==> src/hw/rtl/assert_macros.svh <==
// assertion macros shared by the rtl files
`ifndef ASSERT_MACROS_SVH
`define ASSERT_MACROS_SVH

// condition holds at every clock edge out of reset
`define IOTR_ASSERT_ALWAYS(label, cond, msg) \
    label: assert property (@(posedge clk) disable iff (!rst_n) (cond)) else $error(msg);

// condition in the same cycle as the trigger
`define IOTR_ASSERT_SAME(label, pre, post, msg) \
    label: assert property (@(posedge clk) disable iff (!rst_n) (pre) |-> (post)) else $error(msg);

// condition in the cycle after the trigger
`define IOTR_ASSERT_NEXT(label, pre, post, msg) \
    label: assert property (@(posedge clk) disable iff (!rst_n) (pre) |=> (post)) else $error(msg);

`endif

==> src/hw/rtl/iotr_pkg.sv <==
// types, constants and helpers for the in-order transfer receiver
package iotr_pkg;

    localparam int SEQ_W       = 15;
    localparam int LEN_W       = 10;
    localparam int TIMER_W     = 16;
    localparam int CFG_IDX_W   = 1;
    localparam int CFG_DATA_W  = 16;
    localparam int QUEUE_DEPTH = 4;

    localparam logic [SEQ_W-1:0]   SEQ_MOD       = 15'd25601;
    localparam logic [LEN_W-1:0]   MAX_PAYLOAD   = 10'd512;
    localparam logic [SEQ_W-1:0]   INIT_SEQ_RST  = 15'd0;
    localparam logic [TIMER_W-1:0] TIMEOUT_RST   = 16'd500;

    typedef enum logic [CFG_IDX_W-1:0] {
        CFG_INITIAL_SEQUENCE = 1'b0,
        CFG_TIMEOUT_TICKS    = 1'b1
    } cfg_index_t;

    typedef enum logic {
        CMD_HEADER = 1'b0,
        CMD_TICK   = 1'b1
    } command_t;

    typedef struct packed {
        logic             command;
        logic [SEQ_W-1:0] seq_number;
        logic [LEN_W-1:0] payload_length;
        logic             ack_bit;
        logic             syn_bit;
        logic             fin_bit;
    } in_t;

    typedef struct packed {
        logic             send_valid;
        logic [SEQ_W-1:0] out_sequence;
        logic [SEQ_W-1:0] out_acknowledge;
        logic             out_ack_bit;
        logic             out_syn_bit;
        logic             out_fin_bit;
        logic             duplicate;
        logic             resend;
        logic             timed_out;
        logic             deliver;
        logic             closed;
        logic             last;
    } out_t;

    // one classified item: one or two results
    typedef struct packed {
        logic two;
        out_t r0;
        out_t r1;
    } job_t;

    // values stay below twice the modulus, so one subtract is enough
    function automatic logic [SEQ_W-1:0] mod_reduce(input logic [SEQ_W:0] v);
        logic [SEQ_W:0] d;
        d = v - {1'b0, SEQ_MOD};
        return (v >= {1'b0, SEQ_MOD}) ? d[SEQ_W-1:0] : v[SEQ_W-1:0];
    endfunction

endpackage

==> src/hw/rtl/in_order_transfer_receiver.sv <==
// top level of the in-order transfer receiver
// Receiver end of a reliable transfer with sequence numbers modulo 25601. Each
// input transfer is a packet header or a timer tick; a new one is taken every
// clock cycle while the job queue (QUEUE_DEPTH entries) has room. Most inputs
// give one result, a FIN gives two (FIN-ACK then FIN), and ticks in the open
// phase or that only count the wait timer give none. The output side sends one
// result per cycle while out_stall is low, so a run of FINs, each giving two
// results, fills the job queue and stalls the input. Each result passes through
// the job queue and then the output register. Configuration writes are taken
// at any time but must only be issued while the block holds no pending work.
module in_order_transfer_receiver #(
    parameter int QUEUE_DEPTH = iotr_pkg::QUEUE_DEPTH
) (
    input  logic                            clk,
    input  logic                            rst_n,
    input  logic                            in_valid,
    output logic                            in_stall,
    input  iotr_pkg::in_t                   in_data,
    output logic                            out_valid,
    input  logic                            out_stall,
    output iotr_pkg::out_t                  out_data,
    input  logic                            cfg_write,
    input  logic [iotr_pkg::CFG_IDX_W-1:0]  cfg_index,
    input  logic [iotr_pkg::CFG_DATA_W-1:0] cfg_data
);
    import iotr_pkg::*;

    logic push;
    logic pop;
    logic full;
    logic empty;
    job_t push_job;
    job_t head_job;

    assign in_stall = full;

    iotr_front u_front (
        .clk        (clk),
        .rst_n      (rst_n),
        .in_valid   (in_valid),
        .queue_full (full),
        .in_data    (in_data),
        .cfg_write  (cfg_write),
        .cfg_index  (cfg_index),
        .cfg_data   (cfg_data),
        .push       (push),
        .push_job   (push_job)
    );

    iotr_queue #(
        .DEPTH (QUEUE_DEPTH)
    ) u_queue (
        .clk      (clk),
        .rst_n    (rst_n),
        .push     (push),
        .push_job (push_job),
        .pop      (pop),
        .full     (full),
        .empty    (empty),
        .head_job (head_job)
    );

    iotr_back u_back (
        .clk       (clk),
        .rst_n     (rst_n),
        .empty     (empty),
        .head_job  (head_job),
        .pop       (pop),
        .out_valid (out_valid),
        .out_stall (out_stall),
        .out_data  (out_data)
    );

endmodule

==> src/hw/rtl/iotr_front.sv <==
// front end: connection state, classification and result building
module iotr_front (
    input  logic                            clk,
    input  logic                            rst_n,
    input  logic                            in_valid,
    input  logic                            queue_full,
    input  iotr_pkg::in_t                   in_data,
    input  logic                            cfg_write,
    input  logic [iotr_pkg::CFG_IDX_W-1:0]  cfg_index,
    input  logic [iotr_pkg::CFG_DATA_W-1:0] cfg_data,
    output logic                            push,
    output iotr_pkg::job_t                  push_job
);
    import iotr_pkg::*;
    `include "assert_macros.svh"

    logic               closing_reg, closing_next;
    logic               first_syn_reg, first_syn_next;
    logic [SEQ_W-1:0]   send_seq_reg, send_seq_next;
    logic [SEQ_W-1:0]   expected_reg, expected_next;
    logic [TIMER_W-1:0] timer_reg, timer_next;
    logic [SEQ_W-1:0]   init_seq_reg;
    logic [TIMER_W-1:0] timeout_reg;

    logic               accept;
    logic [LEN_W-1:0]   len_sat;
    logic [SEQ_W-1:0]   seq_plus_one;
    logic [SEQ_W-1:0]   seq_plus_len;
    logic [SEQ_W-1:0]   send_inc;
    logic [SEQ_W-1:0]   send_now;
    logic [SEQ_W-1:0]   init_mod;

    assign accept   = in_valid && !queue_full;
    assign len_sat  = (in_data.payload_length > MAX_PAYLOAD) ? MAX_PAYLOAD
                                                             : in_data.payload_length;
    assign seq_plus_one = mod_reduce({1'b0, in_data.seq_number} + 16'd1);
    assign seq_plus_len = mod_reduce({1'b0, in_data.seq_number}
                                     + {{(SEQ_W + 1 - LEN_W){1'b0}}, len_sat});
    assign send_inc = mod_reduce({1'b0, send_seq_reg} + 16'd1);
    assign send_now = in_data.ack_bit ? send_inc : send_seq_reg;
    assign init_mod = mod_reduce({1'b0, init_seq_reg});

    always_comb
    begin
        closing_next   = closing_reg;
        first_syn_next = first_syn_reg;
        send_seq_next  = send_seq_reg;
        expected_next  = expected_reg;
        timer_next     = timer_reg;
        push           = 1'b0;
        push_job       = '0;
        if (accept)
        begin
            if (!closing_reg)
            begin
                if (command_t'(in_data.command) == CMD_HEADER)
                begin
                    push = 1'b1;
                    if (in_data.syn_bit)
                    begin
                        push_job.r0.send_valid      = 1'b1;
                        push_job.r0.out_sequence    = send_seq_reg;
                        push_job.r0.out_acknowledge = seq_plus_one;
                        push_job.r0.out_ack_bit     = 1'b1;
                        push_job.r0.out_syn_bit     = 1'b1;
                        push_job.r0.duplicate       = !first_syn_reg;
                        push_job.r0.last            = 1'b1;
                        expected_next  = seq_plus_one;
                        first_syn_next = 1'b0;
                    end
                    else if (in_data.fin_bit)
                    begin
                        // fin-ack, then our own fin
                        push_job.two                = 1'b1;
                        push_job.r0.send_valid      = 1'b1;
                        push_job.r0.out_sequence    = send_seq_reg;
                        push_job.r0.out_acknowledge = seq_plus_one;
                        push_job.r0.out_ack_bit     = 1'b1;
                        push_job.r1.send_valid      = 1'b1;
                        push_job.r1.out_sequence    = send_seq_reg;
                        push_job.r1.out_fin_bit     = 1'b1;
                        push_job.r1.last            = 1'b1;
                        closing_next = 1'b1;
                        timer_next   = timeout_reg;
                    end
                    else
                    begin
                        send_seq_next               = send_now;
                        push_job.r0.send_valid      = 1'b1;
                        push_job.r0.out_sequence    = send_now;
                        push_job.r0.out_ack_bit     = 1'b1;
                        push_job.r0.last            = 1'b1;
                        if (in_data.seq_number == expected_reg)
                        begin
                            push_job.r0.out_acknowledge = seq_plus_len;
                            push_job.r0.deliver         = 1'b1;
                            expected_next               = seq_plus_len;
                        end
                        else
                        begin
                            push_job.r0.out_acknowledge = expected_reg;
                            push_job.r0.duplicate       = 1'b1;
                        end
                    end
                end
            end
            else if (command_t'(in_data.command) == CMD_TICK)
            begin
                if (timer_reg <= 16'd1)
                begin
                    push                     = 1'b1;
                    push_job.r0.send_valid   = 1'b1;
                    push_job.r0.out_sequence = send_seq_reg;
                    push_job.r0.out_fin_bit  = 1'b1;
                    push_job.r0.resend       = 1'b1;
                    push_job.r0.timed_out    = 1'b1;
                    push_job.r0.last         = 1'b1;
                    timer_next               = timeout_reg;
                end
                else
                begin
                    timer_next = timer_reg - 16'd1;
                end
            end
            else if (in_data.fin_bit)
            begin
                push                        = 1'b1;
                push_job.two                = 1'b1;
                push_job.r0.send_valid      = 1'b1;
                push_job.r0.out_sequence    = send_seq_reg;
                push_job.r0.out_acknowledge = seq_plus_one;
                push_job.r0.out_ack_bit     = 1'b1;
                push_job.r1.send_valid      = 1'b1;
                push_job.r1.out_sequence    = send_seq_reg;
                push_job.r1.out_fin_bit     = 1'b1;
                push_job.r1.resend          = 1'b1;
                push_job.r1.last            = 1'b1;
                timer_next                  = timeout_reg;
            end
            else
            begin
                // final ack, connection finished
                push               = 1'b1;
                push_job.r0.closed = 1'b1;
                push_job.r0.last   = 1'b1;
                closing_next       = 1'b0;
                first_syn_next     = 1'b1;
                timer_next         = '0;
                send_seq_next      = init_mod;
            end
        end
    end

    always_ff @(posedge clk or negedge rst_n)
    begin
        if (!rst_n)
        begin
            closing_reg   <= 1'b0;
            first_syn_reg <= 1'b1;
            send_seq_reg  <= INIT_SEQ_RST;
            expected_reg  <= '0;
            timer_reg     <= '0;
            init_seq_reg  <= INIT_SEQ_RST;
            timeout_reg   <= TIMEOUT_RST;
        end
        else
        begin
            closing_reg   <= closing_next;
            first_syn_reg <= first_syn_next;
            send_seq_reg  <= send_seq_next;
            expected_reg  <= expected_next;
            timer_reg     <= timer_next;
            if (cfg_write)
            begin
                case (cfg_index_t'(cfg_index))
                    CFG_INITIAL_SEQUENCE: init_seq_reg <= cfg_data[SEQ_W-1:0];
                    CFG_TIMEOUT_TICKS:    timeout_reg  <= cfg_data[TIMER_W-1:0];
                    default:              ;
                endcase
            end
        end
    end

    `IOTR_ASSERT_SAME(a_open_timer_idle, !closing_reg, timer_reg == '0,
        "wait timer running in open phase")
    `IOTR_ASSERT_ALWAYS(a_send_seq_range, send_seq_reg < SEQ_MOD,
        "send sequence out of range")

endmodule

==> src/hw/rtl/iotr_queue.sv <==
// short job queue between front and back end
module iotr_queue #(
    parameter int DEPTH = iotr_pkg::QUEUE_DEPTH
) (
    input  logic           clk,
    input  logic           rst_n,
    input  logic           push,
    input  iotr_pkg::job_t push_job,
    input  logic           pop,
    output logic           full,
    output logic           empty,
    output iotr_pkg::job_t head_job
);
    import iotr_pkg::*;
    `include "assert_macros.svh"

    localparam int PTR_W = (DEPTH > 1) ? $clog2(DEPTH) : 1;
    localparam int CNT_W = $clog2(DEPTH + 1);

    job_t             mem_reg [DEPTH];
    logic [PTR_W-1:0] wr_ptr_reg, wr_ptr_next;
    logic [PTR_W-1:0] rd_ptr_reg, rd_ptr_next;
    logic [CNT_W-1:0] count_reg, count_next;

    assign full     = (count_reg == CNT_W'(DEPTH));
    assign empty    = (count_reg == '0);
    assign head_job = mem_reg[rd_ptr_reg];

    always_comb
    begin
        wr_ptr_next = wr_ptr_reg;
        rd_ptr_next = rd_ptr_reg;
        count_next  = count_reg;
        if (push)
        begin
            wr_ptr_next = (wr_ptr_reg == PTR_W'(DEPTH - 1)) ? '0 : wr_ptr_reg + 1'b1;
        end
        if (pop)
        begin
            rd_ptr_next = (rd_ptr_reg == PTR_W'(DEPTH - 1)) ? '0 : rd_ptr_reg + 1'b1;
        end
        if (push && !pop)
        begin
            count_next = count_reg + 1'b1;
        end
        else if (pop && !push)
        begin
            count_next = count_reg - 1'b1;
        end
    end

    always_ff @(posedge clk or negedge rst_n)
    begin
        if (!rst_n)
        begin
            wr_ptr_reg <= '0;
            rd_ptr_reg <= '0;
            count_reg  <= '0;
        end
        else
        begin
            wr_ptr_reg <= wr_ptr_next;
            rd_ptr_reg <= rd_ptr_next;
            count_reg  <= count_next;
        end
    end

    always_ff @(posedge clk)
    begin
        if (push)
        begin
            mem_reg[wr_ptr_reg] <= push_job;
        end
    end

    `IOTR_ASSERT_SAME(a_no_overflow, push, !full || pop, "push into a full queue")
    `IOTR_ASSERT_SAME(a_no_underflow, pop, !empty, "pop from an empty queue")

endmodule

==> src/hw/rtl/iotr_back.sv <==
// back end: splits each job into its results and drives the output register
module iotr_back (
    input  logic           clk,
    input  logic           rst_n,
    input  logic           empty,
    input  iotr_pkg::job_t head_job,
    output logic           pop,
    output logic           out_valid,
    input  logic           out_stall,
    output iotr_pkg::out_t out_data
);
    import iotr_pkg::*;
    `include "assert_macros.svh"

    logic out_valid_reg, out_valid_next;
    out_t out_data_reg, out_data_next;
    logic phase_reg, phase_next;
    logic load;

    // output register may take a new result when empty or being drained
    assign load      = !out_valid_reg || !out_stall;
    assign pop       = load && !empty && (!head_job.two || phase_reg);
    assign out_valid = out_valid_reg;
    assign out_data  = out_data_reg;

    always_comb
    begin
        out_valid_next = out_valid_reg;
        out_data_next  = out_data_reg;
        phase_next     = phase_reg;
        if (load)
        begin
            out_valid_next = !empty;
            if (!empty)
            begin
                out_data_next = phase_reg ? head_job.r1 : head_job.r0;
                phase_next    = head_job.two && !phase_reg;
            end
        end
    end

    always_ff @(posedge clk or negedge rst_n)
    begin
        if (!rst_n)
        begin
            out_valid_reg <= 1'b0;
            phase_reg     <= 1'b0;
        end
        else
        begin
            out_valid_reg <= out_valid_next;
            phase_reg     <= phase_next;
        end
    end

    always_ff @(posedge clk)
    begin
        out_data_reg <= out_data_next;
    end

    `IOTR_ASSERT_SAME(a_phase_two, phase_reg, !empty && head_job.two,
        "second result pending without a two-result job")

endmodule

==> config.mk <==
export PLATFORM = sky130hd
export DESIGN_NAME = in_order_transfer_receiver
export DESIGN_NICKNAME = d
export VERILOG_FILES = /design/src/hw/rtl/iotr_pkg.sv /design/src/hw/rtl/in_order_transfer_receiver.sv /design/src/hw/rtl/iotr_front.sv /design/src/hw/rtl/iotr_queue.sv /design/src/hw/rtl/iotr_back.sv
export VERILOG_INCLUDE_DIRS = /design/src /design/src/hw/rtl
export SDC_FILE = /design/constraint.sdc
export NUM_CORES = 1
export LEC_CHECK = 0
export ABC_AREA = 1
export BUFFER_PORTS_ARGS = -buffer_cell sky130_fd_sc_hd__buf_2
export CORE_ASPECT_RATIO = 1.75
export CORE_MARGIN = 1
export CORE_UTILIZATION = 40
export CTS_CLUSTER_DIAMETER = 40
export DETAILED_ROUTE_END_ITERATION = 8
export PLACE_DENSITY = 0.65
export SETUP_SLACK_MARGIN = 0.5
export SYNTH_ARGS = -nofsm -noshare
export SYNTH_HDL_FRONTEND = slang
export SYNTH_SLANG_ARGS = --single-unit
==> constraint.sdc <==
create_clock -name clk -period 4.24 [get_ports clk]
set_input_delay 0.424 -clock clk [delete_from_list [all_inputs] [get_ports clk]]
set_output_delay 0.424 -clock clk [all_outputs]
set_load 0.02 [all_outputs]
==> run metrics, run 1 <==
grt ovf=0; largest cells by area after synthesis=edfxtp_1 42%, dfrtp_1 11%, nand2_1 11%; starting density of the core=0.408; Hold Path Sink=u_front.timeout_reg[5]; post-placement cell area=19600 µm²; Die ar.=47200 µm²; maximum buffer depth of the clock tree=3; # DRC=0; Post-DP HPWL=32800 µm; CP Cell Sequence=ha_1 -> nand2_2 -> nor2_4 -> nand3_1 -> xor2_1 -> nand2_1 -> nor2_4 -> nand3b_2 -> nand3_2 -> nand3_1 -> nand2_1 -> o21ai_0 -> o21ai_0; Fmax achieved=295 MHz; number of flops mapped to enable cells by yosys=260; Reg2Reg Depth=13; Max-Cap Viols=0; Synth Instances=2160; slack of the worst reg-to-reg path=0.86 ns; WL/cell=16.8 µm; Clock Skews=0.0175 ns; fraction of registers with async set/reset=0.253; routability cong.=0.909; clk root buf=clkbuf_16; crit-path max FO=12; Syn Std Cell Area=18500 µm²; I/O pins=93; Synth Register Bits=348; Startpoint Class=register; Hold WS=0.113 ns; Final min period=3.38 ns; DR vias/cell=5.24; Slowest-stage cell, CP=dfrtp_1; post-route cell area=20900 µm²; Num CTS Buffers=37; RSZ-0062 raised after global routing=no; final setup fails=0; ratio of cells with drive above 1 in the final layout=0.107; Max stage delay on crit path=0.46 ns; via count=14900; ANT nets after route=0; area share of the largest cell type after synthesis=0.422; Starting DRT DRC Count=851; Die Y=287 µm; run status=complete, no violations; P_sw=4.97 mW; Mapped Nets=2239; Area growth syn-to-layout=12.9%; first-pass GRT wire length=75300 µm; largest area contributor in the netlist=edfxtp_1; Reg2Reg Capture Point=u_queue.mem_reg[1][45]; drt pass-1 iters=5; total track usage=0.204; most frequent cells in the layout=539 x nand2_1, 319 x nor2_1, 260 x edfxtp_1; Worst Setup Path Type=reg2reg; hold depth=3; Clk pwr share=0.258; Sink Count=348; htree depth=2; CTS tree=yes; Yosys cell types=56; Synth Flop Type=edfxtp_1; via count of the first global-routing pass=14400; CP endpoint kind=register; row count=103; Seq/Total Area, Yosys=0.541; postcts setup bufs=0; Hold Path Origin=cfg_data[5]; Worst-Margin Slew=0.986 ns; leakage=8.86 nW; final max-slew violation count=0; sw frac=0.388; IO Port Bufs=92; min-delay worst type=in2reg; Req. time, crit path=4.53 ns; max FFs per register=220; yosys warns=0; worst reg2reg startpoint=u_front.send_seq_reg[0]; worst slack at placement=0.295 ns; Worst-Skew Late Latency=0.54 ns; Final #Nets=2310; final hold vios=0; most common cell after layout, fill and taps aside=nand2_1; WL final=47600 µm; Comb pwr share=0.354; internal power=7.85 mW; Tcrit/Tclk final=0.798; antenna violations before repair=2; pwr/cell area=614 nW/µm²; Synth Area per Inst=8.57 µm²; core area=45400 µm²; WP data arrival=3.67 ns; # fillers=4371; Max-slew headroom=0.338; IR drop worst, VDD=0.368 mV; fin util=0.461; chip width=165 µm; largest net degree at the start of global routing=63; Worst-path clk slew=0.06 ns; sequential share of power=0.388; fin worst setup slack=0.855 ns
==> synthesized netlist by cell type, drive strengths merged, types with 3 or more instances <==
| cell | instances |
|---|---|
| a21boi | 3 |
| a21oi | 68 |
| a221o | 3 |
| a22oi | 5 |
| a31oi | 16 |
| and2 | 3 |
| buf | 25 |
| clkbuf | 65 |
| dfrtp | 81 |
| dfstp | 7 |
| edfxtp | 260 |
| ha | 26 |
| inv | 196 |
| nand2 | 548 |
| nand3 | 134 |
| nand3b | 8 |
| nand4 | 27 |
| nor2 | 332 |
| nor3 | 28 |
| o21ai | 213 |
| o22ai | 20 |
| or2 | 6 |
| xnor2 | 23 |
| xor2 | 43 |
==> stage by stage <==
| stage | setup TNS [ns] | cells | power (mW) |
|---|---|---|---|
| after floorplan | -37.63 | 2160 | 8.21 |
| after global placement | 0 | 2768 | 9.49 |
| after detailed placement | 0 | 2768 | 9.59 |
| after CTS | 0 | 2836 | 12.9 |
| after global routing | 0 | 2837 | 13.6 |
| final | 0 | 2837 | 12.8 |
==> worst max path at each step <==
stage / from / end / slack, ns / depth (start not counted)
2_1_floorplan: u_front.timer_reg[0] / u_queue.mem_reg[0][10] / -0.17 / 10
6_report: u_front.send_seq_reg[0] / u_queue.mem_reg[1][45] / 0.86 / 13
3_5_place_dp: in_data[6] / u_queue.mem_reg[1][38] / 0.30 / 23
5_1_grt: in_data[4] / u_queue.mem_reg[0][38] / 0.55 / 23
4_1_cts: u_queue.count_reg[0] / u_queue.count_reg[2] / 0.78 / 12
3_3_place_gp: in_data[6] / u_queue.mem_reg[3][34] / 0.37 / 23
==> critical path: cells and delay by family (launching register included) <==
| kind | cells | cell delay (ns) |
|---|---|---|
| fa+ha+maj | 1 | 0.25 |
| xor+xnor | 1 | 0.39 |
| compound gates | 2 | 0.52 |
| simple gates | 9 | 1.49 |
| flops | 1 | 0.46 |
==> layout make-up <==
class | count | area (µm²) | share of cell area
Antenna cell | 1 | 2.50 | 0.000120
Tap cell | 577 | 722 | 0.0346
Clock buffer | 41 | 941 | 0.0450
Multi-Input combinational cell | 1524 | 7400 | 0.354
Inverter | 198 | 743 | 0.0356
Clock inverter | 26 | 309 | 0.0148
Sequential cell | 348 | 10000 | 0.480
Timing Repair Buffer | 122 | 753 | 0.0361
==> power by group through the flow <==
| stage | Clock, mW | Combinational, mW | Sequential [mW] |
|---|---|---|---|
| finish | 3.31 | 4.54 | 4.97 |
| CTS | 3.37 | 4.58 | 4.97 |
| global placement | 0 | 4.47 | 5.02 |
| detailed placement | 0 | 4.55 | 5.04 |
| floorplan | 0 | 3.04 | 5.17 |
| global route | 3.51 | 5.10 | 5.04 |
==> routing by layer <==
layer	vias up	GRT usage	wire, µm
li1	7323	-	-
met1	7082	0.242	19500
met2	379	0.373	24800
met3	85	0.0233	1940
met4	2	0.0725	1380
met5	-	0	8
==> cells by family (layout without fill, tap and decap cells) <==
group | count (synthesis) | count (layout) | share of synthesized area
muxes | 2 | 2 | 0.00122
adders and majority gates | 28 | 28 | 0.0197
buffers and inverters | 288 | 387 | 0.0611
xor gates and xnor gates | 66 | 66 | 0.0320
AOI/OAI and AO/OA | 341 | 341 | 0.0993
other | 0 | 1 | 0
and+or+nand+nor | 1087 | 1087 | 0.245
DFF | 348 | 348 | 0.541
==> timing repair <==
action | in CTS | in global routing
hold endpoints to repair | 22 | 0
endpoints found under the setup margin | 0 | 5
gates resized for setup | 0 | 2
hold buffers | 1 | 0
(Power assumes the default switching activity.)
==> run 2: changes to the inputs <==
- clock period: 4.24 -> 2.94 ns (I/O delays scaled with it)
==> run 2 against run 1 <==
The run now ends with setup timing left. Power up 60%. Clock skew up 0.013 ns. Utilization up 7.4 points. Critical path type is now in2reg. Largest cell class unchanged. Highest routed layer unchanged.
==> run metrics, run 2 (synthesized netlist as in run 1, its figures left out) <==
Max-Cap Viols=0 (unchanged); Final #Nets=2541 (+10%); dpl cells=2912 (+5.2%); DR vias/cell=5.17 (-1.5%); I/O pins=93 (unchanged); fin worst setup slack=-0.0695 ns (-0.925 ns); most common cell after layout, fill and taps aside=nand2_1; ratio of cells with drive above 1 in the final layout=0.289 (+0.183); final max-slew violation count=0 (unchanged); first-pass GRT wire length=80600 µm (+7.1%); row count=103 (unchanged); CTS tree=yes; final setup fails=48 (+48); failing checks=setup timing; total track usage=0.217 (+0.0134); clk root buf=clkbuf_16; Starting DRT DRC Count=892 (+4.8%); CP endpoint kind=register; drt pass-1 iters=5 (unchanged); CP most frequent cell=buf_4; Post-DP HPWL=35000 µm (+6.6%); RSZ-0062 raised after global routing=yes; maximum buffer depth of the clock tree=3 (unchanged); Sink Count=348 (unchanged); CP top delay family=simple AND/OR/NAND/NOR gates; Final min period=3.01 ns; Slowest-stage cell, CP=ha_4; via count of the first global-routing pass=15900 (+10%); routability cong.=0.920 (+1.3%); antenna violations before repair=2 (unchanged); leakage=10.4 nW (+17%); # fillers=4039 (-7.6%); final std cells w/o fill=3070 (+8.2%); CP Buf/Inv Count=10 (+10); crit-path max FO=5 (-7); WL/cell=16.7 µm (-0.34%); Worst-path clk slew=0.06 ns (about the same); WL final=51300 µm (+7.8%); min-delay worst type=in2reg; chip width=165 µm (unchanged); Req. time, crit path=3.22 ns (-1.31 ns); Num CTS Buffers=37 (unchanged); Startpoint Class=input port; worst slack at placement=-0.660 ns (-0.955 ns); IO Port Bufs=92 (unchanged); Clock Skews=0.0301 ns (+0.0127 ns); Die ar.=47200 µm² (unchanged); IR drop worst, VDD=0.662 mV (+80%); core area=45400 µm² (unchanged); Worst-Skew Late Latency=0.55 ns (about the same); pwr/cell area=846 nW/µm² (+38%); # DRC=0 (unchanged); WP data arrival=3.29 ns (-0.38 ns); ANT nets after route=0 (unchanged); via count=15900 (+6.6%); grt ovf=0 (unchanged); Hold WS=0.00989 ns (-0.103 ns); Area growth syn-to-layout=30.9%; max FFs per register=220 (unchanged); Fmax achieved=332 MHz; Tcrit/Tclk final=1.02; htree depth=2 (unchanged); Die Y=287 µm (unchanged); Worst-Margin Slew=0.849 ns (-0.137 ns); final hold vios=0 (unchanged); TNS Setup=-2.27 ns (-2.27 ns); Max stage delay on crit path=0.25 ns (-0.21 ns); run status=finished, violations left; Max-slew headroom=0.432 (+0.0948); largest net degree at the start of global routing=97 (+54%); starting density of the core=0.408 (unchanged); Worst Setup Path Type=in2reg; most frequent cells in the layout=428 x nand2_1, 301 x nor2_1, 260 x edfxtp_1
==> run 2: where the power goes <==
group | switching (mW) | internal (mW)
sequential | 0.711 | 6.55
combinational | 5.36 | 3.31
clock | 2.04 | 2.53
==> run 2: final cells by class <==
class | count | area [µm²] | area share
Clock inverter | 23 | 239 | 0.00986
Multi-Input combinational cell | 1525 | 8660 | 0.357
Timing Repair Buffer | 352 | 2810 | 0.116
Antenna cell | 2 | 5.00 | 0.000207
Sequential cell | 348 | 10000 | 0.414
Tap cell | 577 | 722 | 0.0298
Inverter | 198 | 795 | 0.0328
Clock buffer | 45 | 970 | 0.0400
==> run 2: metrics by stage <==
stage | instance area, µm² | total power [mW] | util
floorplan | 18700 | 12.0 | -
global placement | 20900 | 14.3 | 0.461
detailed placement | 20900 | 14.5 | 0.461
CTS | 23400 | 19.8 | 0.516
global route | 24200 | 21.7 | 0.534
finish | 24200 | 20.5 | 0.534
==> run 2: path summary, 6_finish.rpt <==
check / startpoint / endpoint / slack [ns] / cells after the start
min in group asynchronous: rst_n / u_front.timer_reg[11] / 0.30 / 2
max in group asynchronous: rst_n / u_front.first_syn_reg / 1.86 / 3
hold / removal: cfg_data[8] / u_front.timeout_reg[8] / 0.01 / 3
setup reg to reg: u_front.send_seq_reg[1] / u_queue.mem_reg[2][44] / 0.17 / 19
setup / recovery: in_data[5] / u_queue.mem_reg[3][28] / -0.07 / 29
hold reg to reg: u_front.timeout_reg[0] / u_front.timeout_reg[0] / 0.49 / 2
==> run 2: tightest hold or removal path: cells and delay by family <==
family | cells | cell delay [ns]
buffers and inverters | 2 | 0.16
AOI/OAI and AO/OA | 1 | 0.10
==> run 2: timing repair <==
action / 4_1_cts / 5_1_grt
cloned: 2 / 0
buffers inserted: 44 / 34
hold buffers: 8 / 0
pin swaps: 87 / 79
endpoints found under the hold margin: 40 / 0
resized for setup: 204 / 132
setup endpoints to repair: 227 / 238
==> run 2: per-layer routing <==
metal / vias up / GRT usage / part of all wire
met5: - / 0 / 0.00019
met4: 2 / 0.104 / 0.045
met3: 118 / 0.0210 / 0.041
met2: 432 / 0.397 / 0.53
met1: 7520 / 0.250 / 0.39
li1: 7787 / - / -
